**config.mk**
```make
export PLATFORM = sky130hd
export DESIGN_NAME = depth_to_point_backprojection_unit
export DESIGN_NICKNAME = d
export VERILOG_FILES = /design/src/design/dtpb_pkg.sv /design/src/design/dtpb_csr.sv /design/src/design/dtpb_ctrl.sv /design/src/design/dtpb_datapath.sv /design/src/design/depth_to_point_backprojection_unit.sv
export SDC_FILE = /design/constraint.sdc
export NUM_CORES = 2
export LEC_CHECK = 0
export BUFFER_PORTS_ARGS = -buffer_cell sky130_fd_sc_hd__buf_2
export CORE_ASPECT_RATIO = 1.5
export CORE_MARGIN = 1
export CORE_UTILIZATION = 32
export DETAILED_ROUTE_END_ITERATION = 12
export GPL_TIMING_DRIVEN = 1
export HOLD_SLACK_MARGIN = 0.06
export PLACE_DENSITY_LB_ADDON = 0.2
export SYNTH_ARGS = -nofsm -noshare
export SYNTH_HDL_FRONTEND = slang
export SYNTH_SLANG_ARGS = --single-unit
```
**constraint.sdc**
```tcl
create_clock -name clock -period 12.17 [get_ports clock]
set_input_delay 0 -clock clock [delete_from_list [all_inputs] [get_ports clock]]
set_output_delay 0 -clock clock [all_outputs]
set_load 0.005 [all_outputs]
```
**src/design/dtpb_pkg.sv**
```systemverilog
// ----------------------------------------------------------------------------
// Depth back-projection package
// Shared constants, register codes and control types of the back-projection
// unit.
// ----------------------------------------------------------------------------
package dtpb_pkg;

   localparam int DEPTH_BITS_DEF = 16;
   localparam int COORD_BITS_DEF = 12;

   localparam int IN_BITS       = 16;
   localparam int OUT_XY_BITS   = 33;
   localparam int OUT_Z_BITS    = 16;
   localparam int OUT_PIX_BITS  = 12;
   localparam int INDEX_BITS    = 24;
   localparam int SIZE_BITS     = 13;
   localparam int CENTER_BITS   = 16;
   localparam int INV_BITS      = 24;
   localparam int INV_SPLIT     = 12;
   localparam int FRAC_BITS     = 4;
   localparam int RSP_PAD_BITS  = 6;
   localparam int RSP_DATA_BITS = 2 * OUT_XY_BITS + OUT_Z_BITS + 2 * OUT_PIX_BITS
                                  + INDEX_BITS + RSP_PAD_BITS;
   localparam int RSP_Z_LSB     = 2 * OUT_XY_BITS;

   localparam int CSR_ADDR_BITS = 5;
   localparam int CSR_DATA_BITS = 32;
   localparam int REG_SEL_BITS  = 3;

   localparam logic [REG_SEL_BITS-1:0] REG_IMAGE_WIDTH  = 3'd0;
   localparam logic [REG_SEL_BITS-1:0] REG_IMAGE_HEIGHT = 3'd1;
   localparam logic [REG_SEL_BITS-1:0] REG_CENTER_X     = 3'd2;
   localparam logic [REG_SEL_BITS-1:0] REG_CENTER_Y     = 3'd3;
   localparam logic [REG_SEL_BITS-1:0] REG_INV_FOCAL_X  = 3'd4;
   localparam logic [REG_SEL_BITS-1:0] REG_INV_FOCAL_Y  = 3'd5;

   localparam logic [SIZE_BITS-1:0]   RST_IMAGE_WIDTH  = 13'd640;
   localparam logic [SIZE_BITS-1:0]   RST_IMAGE_HEIGHT = 13'd480;
   localparam logic [CENTER_BITS-1:0] RST_CENTER_X     = 16'd5312;
   localparam logic [CENTER_BITS-1:0] RST_CENTER_Y     = 16'd3701;
   localparam logic [INV_BITS-1:0]    RST_INV_FOCAL_X  = 24'd21098;
   localparam logic [INV_BITS-1:0]    RST_INV_FOCAL_Y  = 24'd21131;

   localparam logic [OUT_XY_BITS-1:0] SAT_POS_VALUE = 33'h0_FFFF_FFFF;
   localparam logic [OUT_XY_BITS-1:0] SAT_NEG_VALUE = 33'h1_0000_0000;

   typedef struct packed {
      logic [SIZE_BITS-1:0]   image_width;
      logic [SIZE_BITS-1:0]   image_height;
      logic [CENTER_BITS-1:0] center_x_q4;
      logic [CENTER_BITS-1:0] center_y_q4;
      logic [INV_BITS-1:0]    inv_focal_x_q24;
      logic [INV_BITS-1:0]    inv_focal_y_q24;
   } cfg_type;

   typedef struct packed {
      logic advance;
      logic capture;
      logic load_mag;
      logic load_m;
      logic load_a;
      logic load_b;
      logic load_res;
      logic axis;
      logic load_out;
   } cmd_type;

   typedef struct packed {
      logic depth_nonzero;
   } sts_type;

endpackage

```
**src/design/dtpb_csr.sv**
```systemverilog
// ----------------------------------------------------------------------------
// Configuration registers
// Register file behind the APB-style port, holding image size, principal
// point and reciprocal focal lengths.
// ----------------------------------------------------------------------------
module dtpb_csr (
   input  logic                               clock,
   input  logic                               reset,
   input  logic                               csr_psel,
   input  logic                               csr_penable,
   input  logic                               csr_pwrite,
   input  logic [dtpb_pkg::CSR_ADDR_BITS-1:0] csr_paddr,
   input  logic [dtpb_pkg::CSR_DATA_BITS-1:0] csr_pwdata,
   output logic [dtpb_pkg::CSR_DATA_BITS-1:0] csr_prdata,
   output logic                               csr_pready,
   output dtpb_pkg::cfg_type                  cfg
);
   import dtpb_pkg::*;

   cfg_type                 cfg_ff;
   cfg_type                 cfg_in;
   logic [REG_SEL_BITS-1:0] sel;
   logic                    wr_en;

   assign csr_pready = 1'b1;
   assign sel        = csr_paddr[CSR_ADDR_BITS-1:2];
   assign wr_en      = csr_psel & csr_penable & csr_pwrite & csr_pready;
   assign cfg        = cfg_ff;

   always_comb begin
      cfg_in = cfg_ff;
      if (wr_en) begin
         case (sel)
            REG_IMAGE_WIDTH:  cfg_in.image_width     = csr_pwdata[SIZE_BITS-1:0];
            REG_IMAGE_HEIGHT: cfg_in.image_height    = csr_pwdata[SIZE_BITS-1:0];
            REG_CENTER_X:     cfg_in.center_x_q4     = csr_pwdata[CENTER_BITS-1:0];
            REG_CENTER_Y:     cfg_in.center_y_q4     = csr_pwdata[CENTER_BITS-1:0];
            REG_INV_FOCAL_X:  cfg_in.inv_focal_x_q24 = csr_pwdata[INV_BITS-1:0];
            REG_INV_FOCAL_Y:  cfg_in.inv_focal_y_q24 = csr_pwdata[INV_BITS-1:0];
            default:          cfg_in = cfg_ff;
         endcase
      end
   end

   always_comb begin
      case (sel)
         REG_IMAGE_WIDTH:  csr_prdata = CSR_DATA_BITS'(cfg_ff.image_width);
         REG_IMAGE_HEIGHT: csr_prdata = CSR_DATA_BITS'(cfg_ff.image_height);
         REG_CENTER_X:     csr_prdata = CSR_DATA_BITS'(cfg_ff.center_x_q4);
         REG_CENTER_Y:     csr_prdata = CSR_DATA_BITS'(cfg_ff.center_y_q4);
         REG_INV_FOCAL_X:  csr_prdata = CSR_DATA_BITS'(cfg_ff.inv_focal_x_q24);
         REG_INV_FOCAL_Y:  csr_prdata = CSR_DATA_BITS'(cfg_ff.inv_focal_y_q24);
         default:          csr_prdata = '0;
      endcase
   end

   always_ff @(posedge clock) begin
      if (reset) begin
         cfg_ff.image_width     <= RST_IMAGE_WIDTH;
         cfg_ff.image_height    <= RST_IMAGE_HEIGHT;
         cfg_ff.center_x_q4     <= RST_CENTER_X;
         cfg_ff.center_y_q4     <= RST_CENTER_Y;
         cfg_ff.inv_focal_x_q24 <= RST_INV_FOCAL_X;
         cfg_ff.inv_focal_y_q24 <= RST_INV_FOCAL_Y;
      end else begin
         cfg_ff <= cfg_in;
      end
   end

endmodule

```
**src/design/dtpb_ctrl.sv**
```systemverilog
// ----------------------------------------------------------------------------
// Back-projection controller
// Sequences the shared multiply steps for the two axes and owns both
// handshakes.
// ----------------------------------------------------------------------------
module dtpb_ctrl (
   input  logic              clock,
   input  logic              reset,
   input  logic              req_tvalid,
   output logic              req_tready,
   output logic              rsp_tvalid,
   input  logic              rsp_tready,
   input  dtpb_pkg::sts_type sts,
   output dtpb_pkg::cmd_type cmd
);
   import dtpb_pkg::*;

   localparam logic [2:0] ST_IDLE = 3'd0;
   localparam logic [2:0] ST_MAG  = 3'd1;
   localparam logic [2:0] ST_MUL  = 3'd2;
   localparam logic [2:0] ST_HI   = 3'd3;
   localparam logic [2:0] ST_LO   = 3'd4;
   localparam logic [2:0] ST_SUM  = 3'd5;
   localparam logic [2:0] ST_PUSH = 3'd6;

   logic [2:0] state_ff;
   logic [2:0] state_in;
   logic       axis_ff;
   logic       axis_in;
   logic       rsp_valid_ff;
   logic       rsp_valid_in;
   logic       accept;

   assign req_tready = (state_ff == ST_IDLE);
   assign rsp_tvalid = rsp_valid_ff;
   assign accept     = req_tvalid & req_tready;

   always_comb begin
      state_in     = state_ff;
      axis_in      = axis_ff;
      cmd          = '0;
      cmd.axis     = axis_ff;
      cmd.advance  = accept;
      cmd.capture  = accept & sts.depth_nonzero;
      case (state_ff)
         ST_IDLE: begin
            if (cmd.capture) begin
               axis_in  = 1'b0;
               state_in = ST_MAG;
            end
         end
         ST_MAG: begin
            cmd.load_mag = 1'b1;
            state_in     = ST_MUL;
         end
         ST_MUL: begin
            cmd.load_m = 1'b1;
            state_in   = ST_HI;
         end
         ST_HI: begin
            cmd.load_a = 1'b1;
            state_in   = ST_LO;
         end
         ST_LO: begin
            cmd.load_b = 1'b1;
            state_in   = ST_SUM;
         end
         ST_SUM: begin
            cmd.load_res = 1'b1;
            if (!axis_ff) begin
               axis_in  = 1'b1;
               state_in = ST_MAG;
            end else begin
               state_in = ST_PUSH;
            end
         end
         ST_PUSH: begin
            if (!rsp_valid_ff || rsp_tready) begin
               cmd.load_out = 1'b1;
               state_in     = ST_IDLE;
            end
         end
         default: state_in = ST_IDLE;
      endcase
   end

   assign rsp_valid_in = cmd.load_out | (rsp_valid_ff & ~rsp_tready);

   always_ff @(posedge clock) begin
      if (reset) begin
         state_ff     <= ST_IDLE;
         axis_ff      <= 1'b0;
         rsp_valid_ff <= 1'b0;
      end else begin
         state_ff     <= state_in;
         axis_ff      <= axis_in;
         rsp_valid_ff <= rsp_valid_in;
      end
   end

endmodule

```
**src/design/dtpb_datapath.sv**
```systemverilog
// ----------------------------------------------------------------------------
// Back-projection datapath
// Pixel counters, point index, offset magnitude, shared multipliers with
// rounding and saturation, and the result register.
// ----------------------------------------------------------------------------
module dtpb_datapath #(
   parameter int DEPTH_BITS = dtpb_pkg::DEPTH_BITS_DEF,
   parameter int COORD_BITS = dtpb_pkg::COORD_BITS_DEF
) (
   input  logic                               clock,
   input  logic                               reset,
   input  logic [dtpb_pkg::IN_BITS-1:0]       req_tdata,
   output logic [dtpb_pkg::RSP_DATA_BITS-1:0] rsp_tdata,
   input  dtpb_pkg::cfg_type                  cfg,
   input  dtpb_pkg::cmd_type                  cmd,
   output dtpb_pkg::sts_type                  sts
);
   import dtpb_pkg::*;

   localparam int ZW   = (DEPTH_BITS < IN_BITS) ? DEPTH_BITS : IN_BITS;
   localparam int PW   = COORD_BITS + FRAC_BITS;
   localparam int MW   = (PW > CENTER_BITS) ? PW : CENTER_BITS;
   localparam int DW   = MW + 1;
   localparam int MMW  = MW + ZW;
   localparam int PPW  = MMW + INV_SPLIT;
   localparam int SUMW = PPW + 1;
   localparam int QW   = (MMW + 1 > OUT_XY_BITS + 1) ? MMW + 1 : OUT_XY_BITS + 1;
   localparam int CNTW = (COORD_BITS + 1 > SIZE_BITS) ? COORD_BITS + 1 : SIZE_BITS;

   logic [ZW-1:0]          z_req;
   logic [COORD_BITS-1:0]  col_ff, row_ff;
   logic [INDEX_BITS-1:0]  emit_ff;
   logic [COORD_BITS:0]    col_inc, row_inc;
   logic                   col_wrap, row_wrap;
   logic [COORD_BITS-1:0]  col_next, row_next;

   logic [ZW-1:0]          z_ff;
   logic [COORD_BITS-1:0]  pcol_ff, prow_ff;
   logic [INDEX_BITS-1:0]  idx_ff;

   logic [COORD_BITS-1:0]  pix;
   logic [CENTER_BITS-1:0] center;
   logic [INV_BITS-1:0]    inv;
   logic [DW-1:0]          diff;
   logic [DW-1:0]          diff_neg;
   logic                   neg_ff;
   logic [MW-1:0]          mag_ff;
   logic [MMW-1:0]         m_ff;
   logic [PPW-1:0]         a_ff, b_ff;
   logic [SUMW-1:0]        sum;
   logic [QW-1:0]          q;
   logic [OUT_XY_BITS-1:0] res;
   logic [OUT_XY_BITS-1:0] x_ff, y_ff;

   logic [OUT_XY_BITS-1:0]  ox_ff, oy_ff;
   logic [OUT_Z_BITS-1:0]   oz_ff;
   logic [OUT_PIX_BITS-1:0] ocol_ff, orow_ff;
   logic [INDEX_BITS-1:0]   oidx_ff;

   assign z_req             = req_tdata[ZW-1:0];
   assign sts.depth_nonzero = |z_req;

   assign row_inc  = {1'b0, row_ff} + 1'b1;
   assign row_wrap = row_inc[COORD_BITS] | (CNTW'(row_inc) >= CNTW'(cfg.image_height));
   assign row_next = row_wrap ? '0 : row_inc[COORD_BITS-1:0];
   assign col_inc  = {1'b0, col_ff} + 1'b1;
   assign col_wrap = col_inc[COORD_BITS] | (CNTW'(col_inc) >= CNTW'(cfg.image_width));
   assign col_next = col_wrap ? '0 : col_inc[COORD_BITS-1:0];

   always_ff @(posedge clock) begin
      if (reset) begin
         col_ff  <= '0;
         row_ff  <= '0;
         emit_ff <= '0;
      end else if (cmd.advance) begin
         row_ff <= row_next;
         if (row_wrap) begin
            col_ff <= col_next;
         end
         if (row_wrap && col_wrap) begin
            emit_ff <= '0;
         end else if (cmd.capture) begin
            emit_ff <= emit_ff + 1'b1;
         end
      end
   end

   always_ff @(posedge clock) begin
      if (cmd.capture) begin
         z_ff    <= z_req;
         pcol_ff <= col_ff;
         prow_ff <= row_ff;
         idx_ff  <= emit_ff;
      end
   end

   assign pix      = cmd.axis ? prow_ff : pcol_ff;
   assign center   = cmd.axis ? cfg.center_y_q4 : cfg.center_x_q4;
   assign inv      = cmd.axis ? cfg.inv_focal_y_q24 : cfg.inv_focal_x_q24;
   assign diff     = DW'({pix, {FRAC_BITS{1'b0}}}) - DW'(center);
   assign diff_neg = DW'(0) - diff;

   assign sum = SUMW'(a_ff) + SUMW'(b_ff >> INV_SPLIT) + SUMW'(1 << (INV_SPLIT - 1));
   assign q   = QW'(sum >> INV_SPLIT);

   always_comb begin
      if (neg_ff) begin
         if (q > QW'(SAT_NEG_VALUE)) begin
            res = SAT_NEG_VALUE;
         end else begin
            res = OUT_XY_BITS'(0) - q[OUT_XY_BITS-1:0];
         end
      end else begin
         if (q > QW'(SAT_POS_VALUE)) begin
            res = SAT_POS_VALUE;
         end else begin
            res = q[OUT_XY_BITS-1:0];
         end
      end
   end

   always_ff @(posedge clock) begin
      if (cmd.load_mag) begin
         neg_ff <= diff[DW-1];
         mag_ff <= diff[DW-1] ? diff_neg[MW-1:0] : diff[MW-1:0];
      end
      if (cmd.load_m) begin
         m_ff <= MMW'(mag_ff) * MMW'(z_ff);
      end
      if (cmd.load_a) begin
         a_ff <= PPW'(m_ff) * PPW'(inv[INV_BITS-1:INV_SPLIT]);
      end
      if (cmd.load_b) begin
         b_ff <= PPW'(m_ff) * PPW'(inv[INV_SPLIT-1:0]);
      end
      if (cmd.load_res) begin
         if (cmd.axis) begin
            y_ff <= res;
         end else begin
            x_ff <= res;
         end
      end
      if (cmd.load_out) begin
         ox_ff   <= x_ff;
         oy_ff   <= y_ff;
         oz_ff   <= OUT_Z_BITS'(z_ff);
         ocol_ff <= OUT_PIX_BITS'(pcol_ff);
         orow_ff <= OUT_PIX_BITS'(prow_ff);
         oidx_ff <= idx_ff;
      end
   end

   assign rsp_tdata = {{RSP_PAD_BITS{1'b0}}, oidx_ff, orow_ff, ocol_ff, oz_ff, oy_ff, ox_ff};

endmodule

```
**src/design/depth_to_point_backprojection_unit.sv**
```systemverilog
// ----------------------------------------------------------------------------
// Depth to point back-projection unit
// Turns a column-major depth image stream into camera-space points through
// a pinhole model with fixed-point reciprocal focal lengths.
// ----------------------------------------------------------------------------
// A zero depth transaction is taken every cycle while the unit is idle and gives no result.
// A nonzero depth gives its result after the shared multiply, round and saturate
// sequence, five steps per axis, run for X and then for Y, later while the previous
// result still waits; the next transaction is taken in the cycle the result appears,
// so a new point is not taken before the previous one has been handed on.
// Synchronous reset restores the register defaults and clears all counters.
module depth_to_point_backprojection_unit #(
   parameter int DEPTH_BITS = dtpb_pkg::DEPTH_BITS_DEF,
   parameter int COORD_BITS = dtpb_pkg::COORD_BITS_DEF
) (
   input  logic                               clock,
   input  logic                               reset,
   input  logic                               req_tvalid,
   output logic                               req_tready,
   // depth_sample [15:0]
   input  logic [dtpb_pkg::IN_BITS-1:0]       req_tdata,
   output logic                               rsp_tvalid,
   input  logic                               rsp_tready,
   // point_x [32:0], point_y [65:33], point_z [81:66], pixel_col [93:82],
   // pixel_row [105:94], point_index [129:106], zero fill [135:130]
   output logic [dtpb_pkg::RSP_DATA_BITS-1:0] rsp_tdata,
   input  logic                               csr_psel,
   input  logic                               csr_penable,
   input  logic                               csr_pwrite,
   input  logic [dtpb_pkg::CSR_ADDR_BITS-1:0] csr_paddr,
   input  logic [dtpb_pkg::CSR_DATA_BITS-1:0] csr_pwdata,
   output logic [dtpb_pkg::CSR_DATA_BITS-1:0] csr_prdata,
   output logic                               csr_pready
);
   import dtpb_pkg::*;

   localparam int ZW = (DEPTH_BITS < IN_BITS) ? DEPTH_BITS : IN_BITS;

   cfg_type cfg;
   cmd_type cmd;
   sts_type sts;

   dtpb_csr u_csr (
      .clock       (clock),
      .reset       (reset),
      .csr_psel    (csr_psel),
      .csr_penable (csr_penable),
      .csr_pwrite  (csr_pwrite),
      .csr_paddr   (csr_paddr),
      .csr_pwdata  (csr_pwdata),
      .csr_prdata  (csr_prdata),
      .csr_pready  (csr_pready),
      .cfg         (cfg)
   );

   dtpb_ctrl u_ctrl (
      .clock      (clock),
      .reset      (reset),
      .req_tvalid (req_tvalid),
      .req_tready (req_tready),
      .rsp_tvalid (rsp_tvalid),
      .rsp_tready (rsp_tready),
      .sts        (sts),
      .cmd        (cmd)
   );

   dtpb_datapath #(
      .DEPTH_BITS (DEPTH_BITS),
      .COORD_BITS (COORD_BITS)
   ) u_datapath (
      .clock     (clock),
      .reset     (reset),
      .req_tdata (req_tdata),
      .rsp_tdata (rsp_tdata),
      .cfg       (cfg),
      .cmd       (cmd),
      .sts       (sts)
   );

   a_zero_depth_silent: assert property (@(posedge clock) disable iff (reset)
      (req_tvalid && req_tready && (req_tdata[ZW-1:0] == '0) && !rsp_tvalid)
      |=> !rsp_tvalid)
      else $error("zero depth transaction produced a result");

   a_busy_after_point: assert property (@(posedge clock) disable iff (reset)
      (req_tvalid && req_tready && (req_tdata[ZW-1:0] != '0)) |=> !req_tready)
      else $error("new transaction taken while a point is being computed");

   a_result_depth_nonzero: assert property (@(posedge clock) disable iff (reset)
      rsp_tvalid |-> (rsp_tdata[RSP_Z_LSB +: OUT_Z_BITS] != '0))
      else $error("result carries a zero depth");

endmodule
```
==> flow_results.org <==
** Layout
- Net count reported at finish :: 7,170
- Share of post-route cells with drive strength above 1 :: 0.0790
- Compared with the post-synthesis result, the final layout area differs by 10.5%.
- At the end of the flow the core is filled with cells to 0.356.

** Synthesis
- The share of synthesized area in the top cell type comes to 0.283.
- Netlist area before placement :: 56,200 sq um
- Gate Count Post-Synth :: 5,824
- The Yosys step of the flow raised 0 warnings.
- Among all flip-flop cells after synthesis, the most frequent one is edfxtp_1.
- The number of different library cells used by synthesis comes to approximately 100.
- Of all flip-flops after synthesis, the portion carrying an async set or reset was 0.
- Flip-flop and latch count after synthesis :: 544
- Sequential share of the synthesized area :: 0.262
- Each instance of the synthesized netlist takes up on average between 9 and 10 sq um.
- Biggest area contributors in the synthesized netlist :: fa_1 28%, edfxtp_1 21%, ha_1 8.3%, nand2_1 7.0%, inv_1 6.4%
- The synthesized design spends more area on one cell type than any other, namely fa_1.
- Number of synthesized flops with an enable pin :: 385

** Global routing
- The layer flagged by global routing as most heavily used is met2.
- Global router's overall resource usage :: 0.175
- Global-route met1 utilization :: 0.209
- Number of antenna violations at the first check in global routing :: 10
- The first global-routing pass estimated ~240,000 um of wire.
- The via count of the first global-routing pass is 42,700.
- Fraction of met2 tracks used by global routing :: 0.323
- In the global route stage, met3 resource usage came out at 0.0214.
- Entering global routing, the biggest net connects 97 pins.
- Residual overflow from global routing :: 0

** Clock network
- Number of H-tree levels :: 2
- Buffers inserted during post-CTS setup optimization :: 0
- Num Clock Sinks :: 544
- TritonCTS clock tree :: done
- TritonCTS Buffers :: 59
- At the later pin of the worst-skew pair, clock insertion delay measures roughly 0.71 ns.
- Reg clk slew, reported paths :: roughly 0.06 ns
- Buffer depth of the longest clock path :: 3
- The cell sitting at the root of the clock tree is a clkbuf_16.

** Die
- After floorplanning, the core was divided into about 190 placement rows.
- The core region is 175,000 sq um.
- DIE WIDTH :: 344 um
- Area of the die :: 177,000 sq um
- In this run the count of I/O pins placed on the die edge is 231.
- The floorplan step set the die height to ~520 um.
- For this configuration, the core starts out at a cell density of 0.322.

** Route
- The routed design has 154,000 um of wire.
- Antenna viol nets, final :: 0
- Detailed-router iteration count before antenna repair :: 6
- Drt drc :: 0
- Detailed routing inserted a total of 40,200 vias.
- Using the TritonRoute via totals, the vias-per-cell ratio works out to just under 5.
- In the final routed layout, each cell accounts on average for 18.6 um.
- Drt first-iter violations :: 1,886

** Timing
- Between clock sinks in the finished design, the worst skew comes to around 0.054 ns.
- The number of slew-limit violations in the final report is 0.
- Fmax achieved :: between 0.1 and 0.15 GHz
- Worst slew margin relative to its limit :: 0.208
- In the post-route analysis, the smallest setup slack over all paths is 3.58 ns.
- Setup violations remaining at the end of the flow were counted as 0.
- Setup repair after global routing missed its margin :: no
- For the final routed database, the setup TNS stands at 0 ns.
- Fin crit share :: 0.706
- Transition time at the pin with the least slew margin :: 1.19 ns
- The routed design could run at a clock period as short as 8.59 ns.
- The number of hold violations in the final report was 0.

** Worst setup path
- STA classifies the critical path startpoint as a flip-flop.
- The critical path is of the flip-flop to flip-flop type.
- Reg-to-reg critical path endpoint :: u_datapath.a_ff[42]
- List of cells traversed by the critical path :: buf_4, mux2_2, nand2_1, fa_1, inv_1, fa_1, fa_1, fa_1, inv_1, fa_1, inv_1, ha_1, and3_1, nand2_1, a2111o_1, a31oi_1, a311o_1, a211oi_1, nor3_1, a211oi_1, o41ai_1, a21oi_1, xnor2_1
- The critical path crosses 23 cells after its start point.
- Most frequent cell on the critical path :: fa_1
- In this run the worst setup path begins at u_ctrl.axis_ff.
- For the worst setup path, the data arrival time is 9.01 ns.
- The worst register-to-register path begins at u_ctrl.axis_ff.
- The worst setup path is captured at a flip-flop.
- Kind of cell adding the most delay to the critical path :: adder cells
- Worst setup path endpoint :: u_datapath.a_ff[42]
- Required time worst endpoint :: around 13 ns
- Number of cells on the worst reg-to-reg path :: 23
- Flop2flop setup slack :: 3.58 ns
- Combined buffer and inverter count along the critical path :: 4
- Largest stage delay, worst path :: 0.82 ns
- Worst path slowest cell :: mux2_2
- Biggest fanout along the worst timing path :: 34

** Place
- After legalization and detailed placement, the total HPWL measured 115,000 um.
- Number of I/O port buffers :: 205
- Before CTS, the worst setup slack after placement is 3.53 ns.
- Routability-driven placement finished with a final weighted congestion of 0.825.

** Outcome
- Result of the run :: finished, final reports clean

** Worst hold path
- Worst Hold Class :: primary input to flip-flop

** Run
- The tool flagged a number of max-cap violations equal to 0.
cell usage after synthesis (6+ instances only):
cell type and count:
nand2_1 1041, inv_1 964, fa_1 793, edfxtp_1 385
ha_1 371, and2_1 354, clkbuf_1 242, a21oi_1 225
nor2_1 161, dfxtp_1 159, xnor2_1 116, o21ai_0 97
a21o_1 82, xor2_1 56, nand3_1 52, nor3_1 52
and3_1 46, mux2_2 45, mux2i_1 45, nand3b_1 42
a211oi_1 34, nand4_1 30, o211ai_1 23, o21a_1 23
nor2b_1 22, or3_1 21, nand2b_1 20, a31oi_1 19
o22ai_1 18, nor4_1 17, buf_4 16, a211o_1 14
a22oi_1 14, or2_2 13, nor3b_1 12, buf_1 11
o21bai_1 11, or4_1 11, a221oi_1 10, o31ai_1 10
and4_1 8, a2bb2oi_1 7, buf_2 7, a21boi_0 6
o21ai_1 6
cells in the final DEF, fill, tap and decap left out, drive strengths merged, types with 24 or more instances in the layout:
cell type,count
mux2,45
a21o,82
xor2,56
dfxtp,159
xnor2,117
dlygate4sd3,64
mux2i,45
edfxtp,385
ha,371
a21oi,229
clkinv,24
o21ai,105
clkbuf,76
a211oi,37
nand2,1042
and3,46
fa,793
nand4,31
nor2,162
and2,354
inv,971
nand3,53
nor3,53
nand3b,42
buf,262
what timing repair did:
action | 4_1_cts | 5_1_grt
hold buffers | 64 | 0
endpoints found under the hold margin | 141 | 0
resized for setup | 0 | 0
stage by stage:
step | cells | hold WS, ns | area (sq um)
floorplan | 5837 | 0.0989 | 56200
global placement | 8101 | 0.192 | 59500
detailed placement | 8101 | 0.194 | 59500
CTS | 8277 | 0.0779 | 62100
global route | 8279 | 0.130 | 62100
finish | 8279 | 0.148 | 62100
flip-flops by register name (all words and copies together), names as in the netlist, 16 cells and up:
name,flops
u_csr.cfg,106
u_datapath.mag_ff,16
u_datapath.idx_ff,24
u_datapath.m_ff,32
u_datapath.z_ff,16
u_datapath.oidx_ff,24
u_datapath.b_ff,32
u_datapath.x_ff,33
u_datapath.ox_ff,33
u_datapath.a_ff,44
u_datapath.oz_ff,16
u_datapath.emit_ff,24
u_datapath.y_ff,33
u_datapath.oy_ff,33
routing by layer:
| metal | vias to the layer above | share of wire |
|---|---|---|
| met5 | - | 0.00040 |
| met4 | 10 | 0.030 |
| met3 | 226 | 0.039 |
| met2 | 824 | 0.52 |
| met1 | 20300 | 0.41 |
| li1 | 18800 | - |
worst reg2reg max path, delay by kind of cell (launching register included):
kind,cells,cell delay (ns)
AOI/OAI and AO/OA,7,2.05
xor gates and xnor gates,1,0.14
DFF,1,0.71
muxes,1,0.82
adders and majority gates,6,2.82
buffers and inverters,4,0.66
and+or+nand+nor,4,1.15
how the worst min path moves through the flow:
| stage | start | to | slack, ns | cells past startpoint |
|---|---|---|---|---|
| after detailed placement | req_tdata[5] | u_datapath.z_ff[5] | 0.19 | 1 |
| final | csr_pwdata[16] | u_csr.cfg[40] | 0.15 | 4 |
| after floorplan | req_tdata[0] | u_datapath.z_ff[0] | 0.1 | 0 |
| after global routing | csr_pwdata[23] | u_csr.cfg[47] | 0.13 | 4 |
| after CTS | csr_penable | u_csr.cfg[56] | 0.08 | 6 |
| after global placement | req_tdata[8] | u_datapath.z_ff[8] | 0.19 | 1 |
kinds of logic (layout without fill, tap and decap cells):
family | after synthesis | in the layout | share of synthesized area
AO/OA/AOI/OAI | 680 | 680 | 0.0808
XOR/XNOR | 173 | 173 | 0.0271
adder cells (fa/ha/maj) | 1164 | 1164 | 0.365
AND/OR/NAND/NOR | 1922 | 1922 | 0.161
flip-flops | 544 | 544 | 0.262
other | 2 | 17 | 0.000134
buffers and inverters | 1246 | 1406 | 0.0847
multiplexers | 93 | 93 | 0.0182
final cells by class:
class                   instances  area [sq um]
repair buffers                326          2100
inverters                     968          3630
diodes                          2          5.00
fillers                     17900        112000
clock buffers                  76          1590
clock inverters                36           378
multi-input cells            4047         36800
well taps                    2280          2850
flip-flops and latches        544         14700
Power is not shown: default switching activity piles up to over one toggle a cycle in this logic, so the estimate is an artifact.
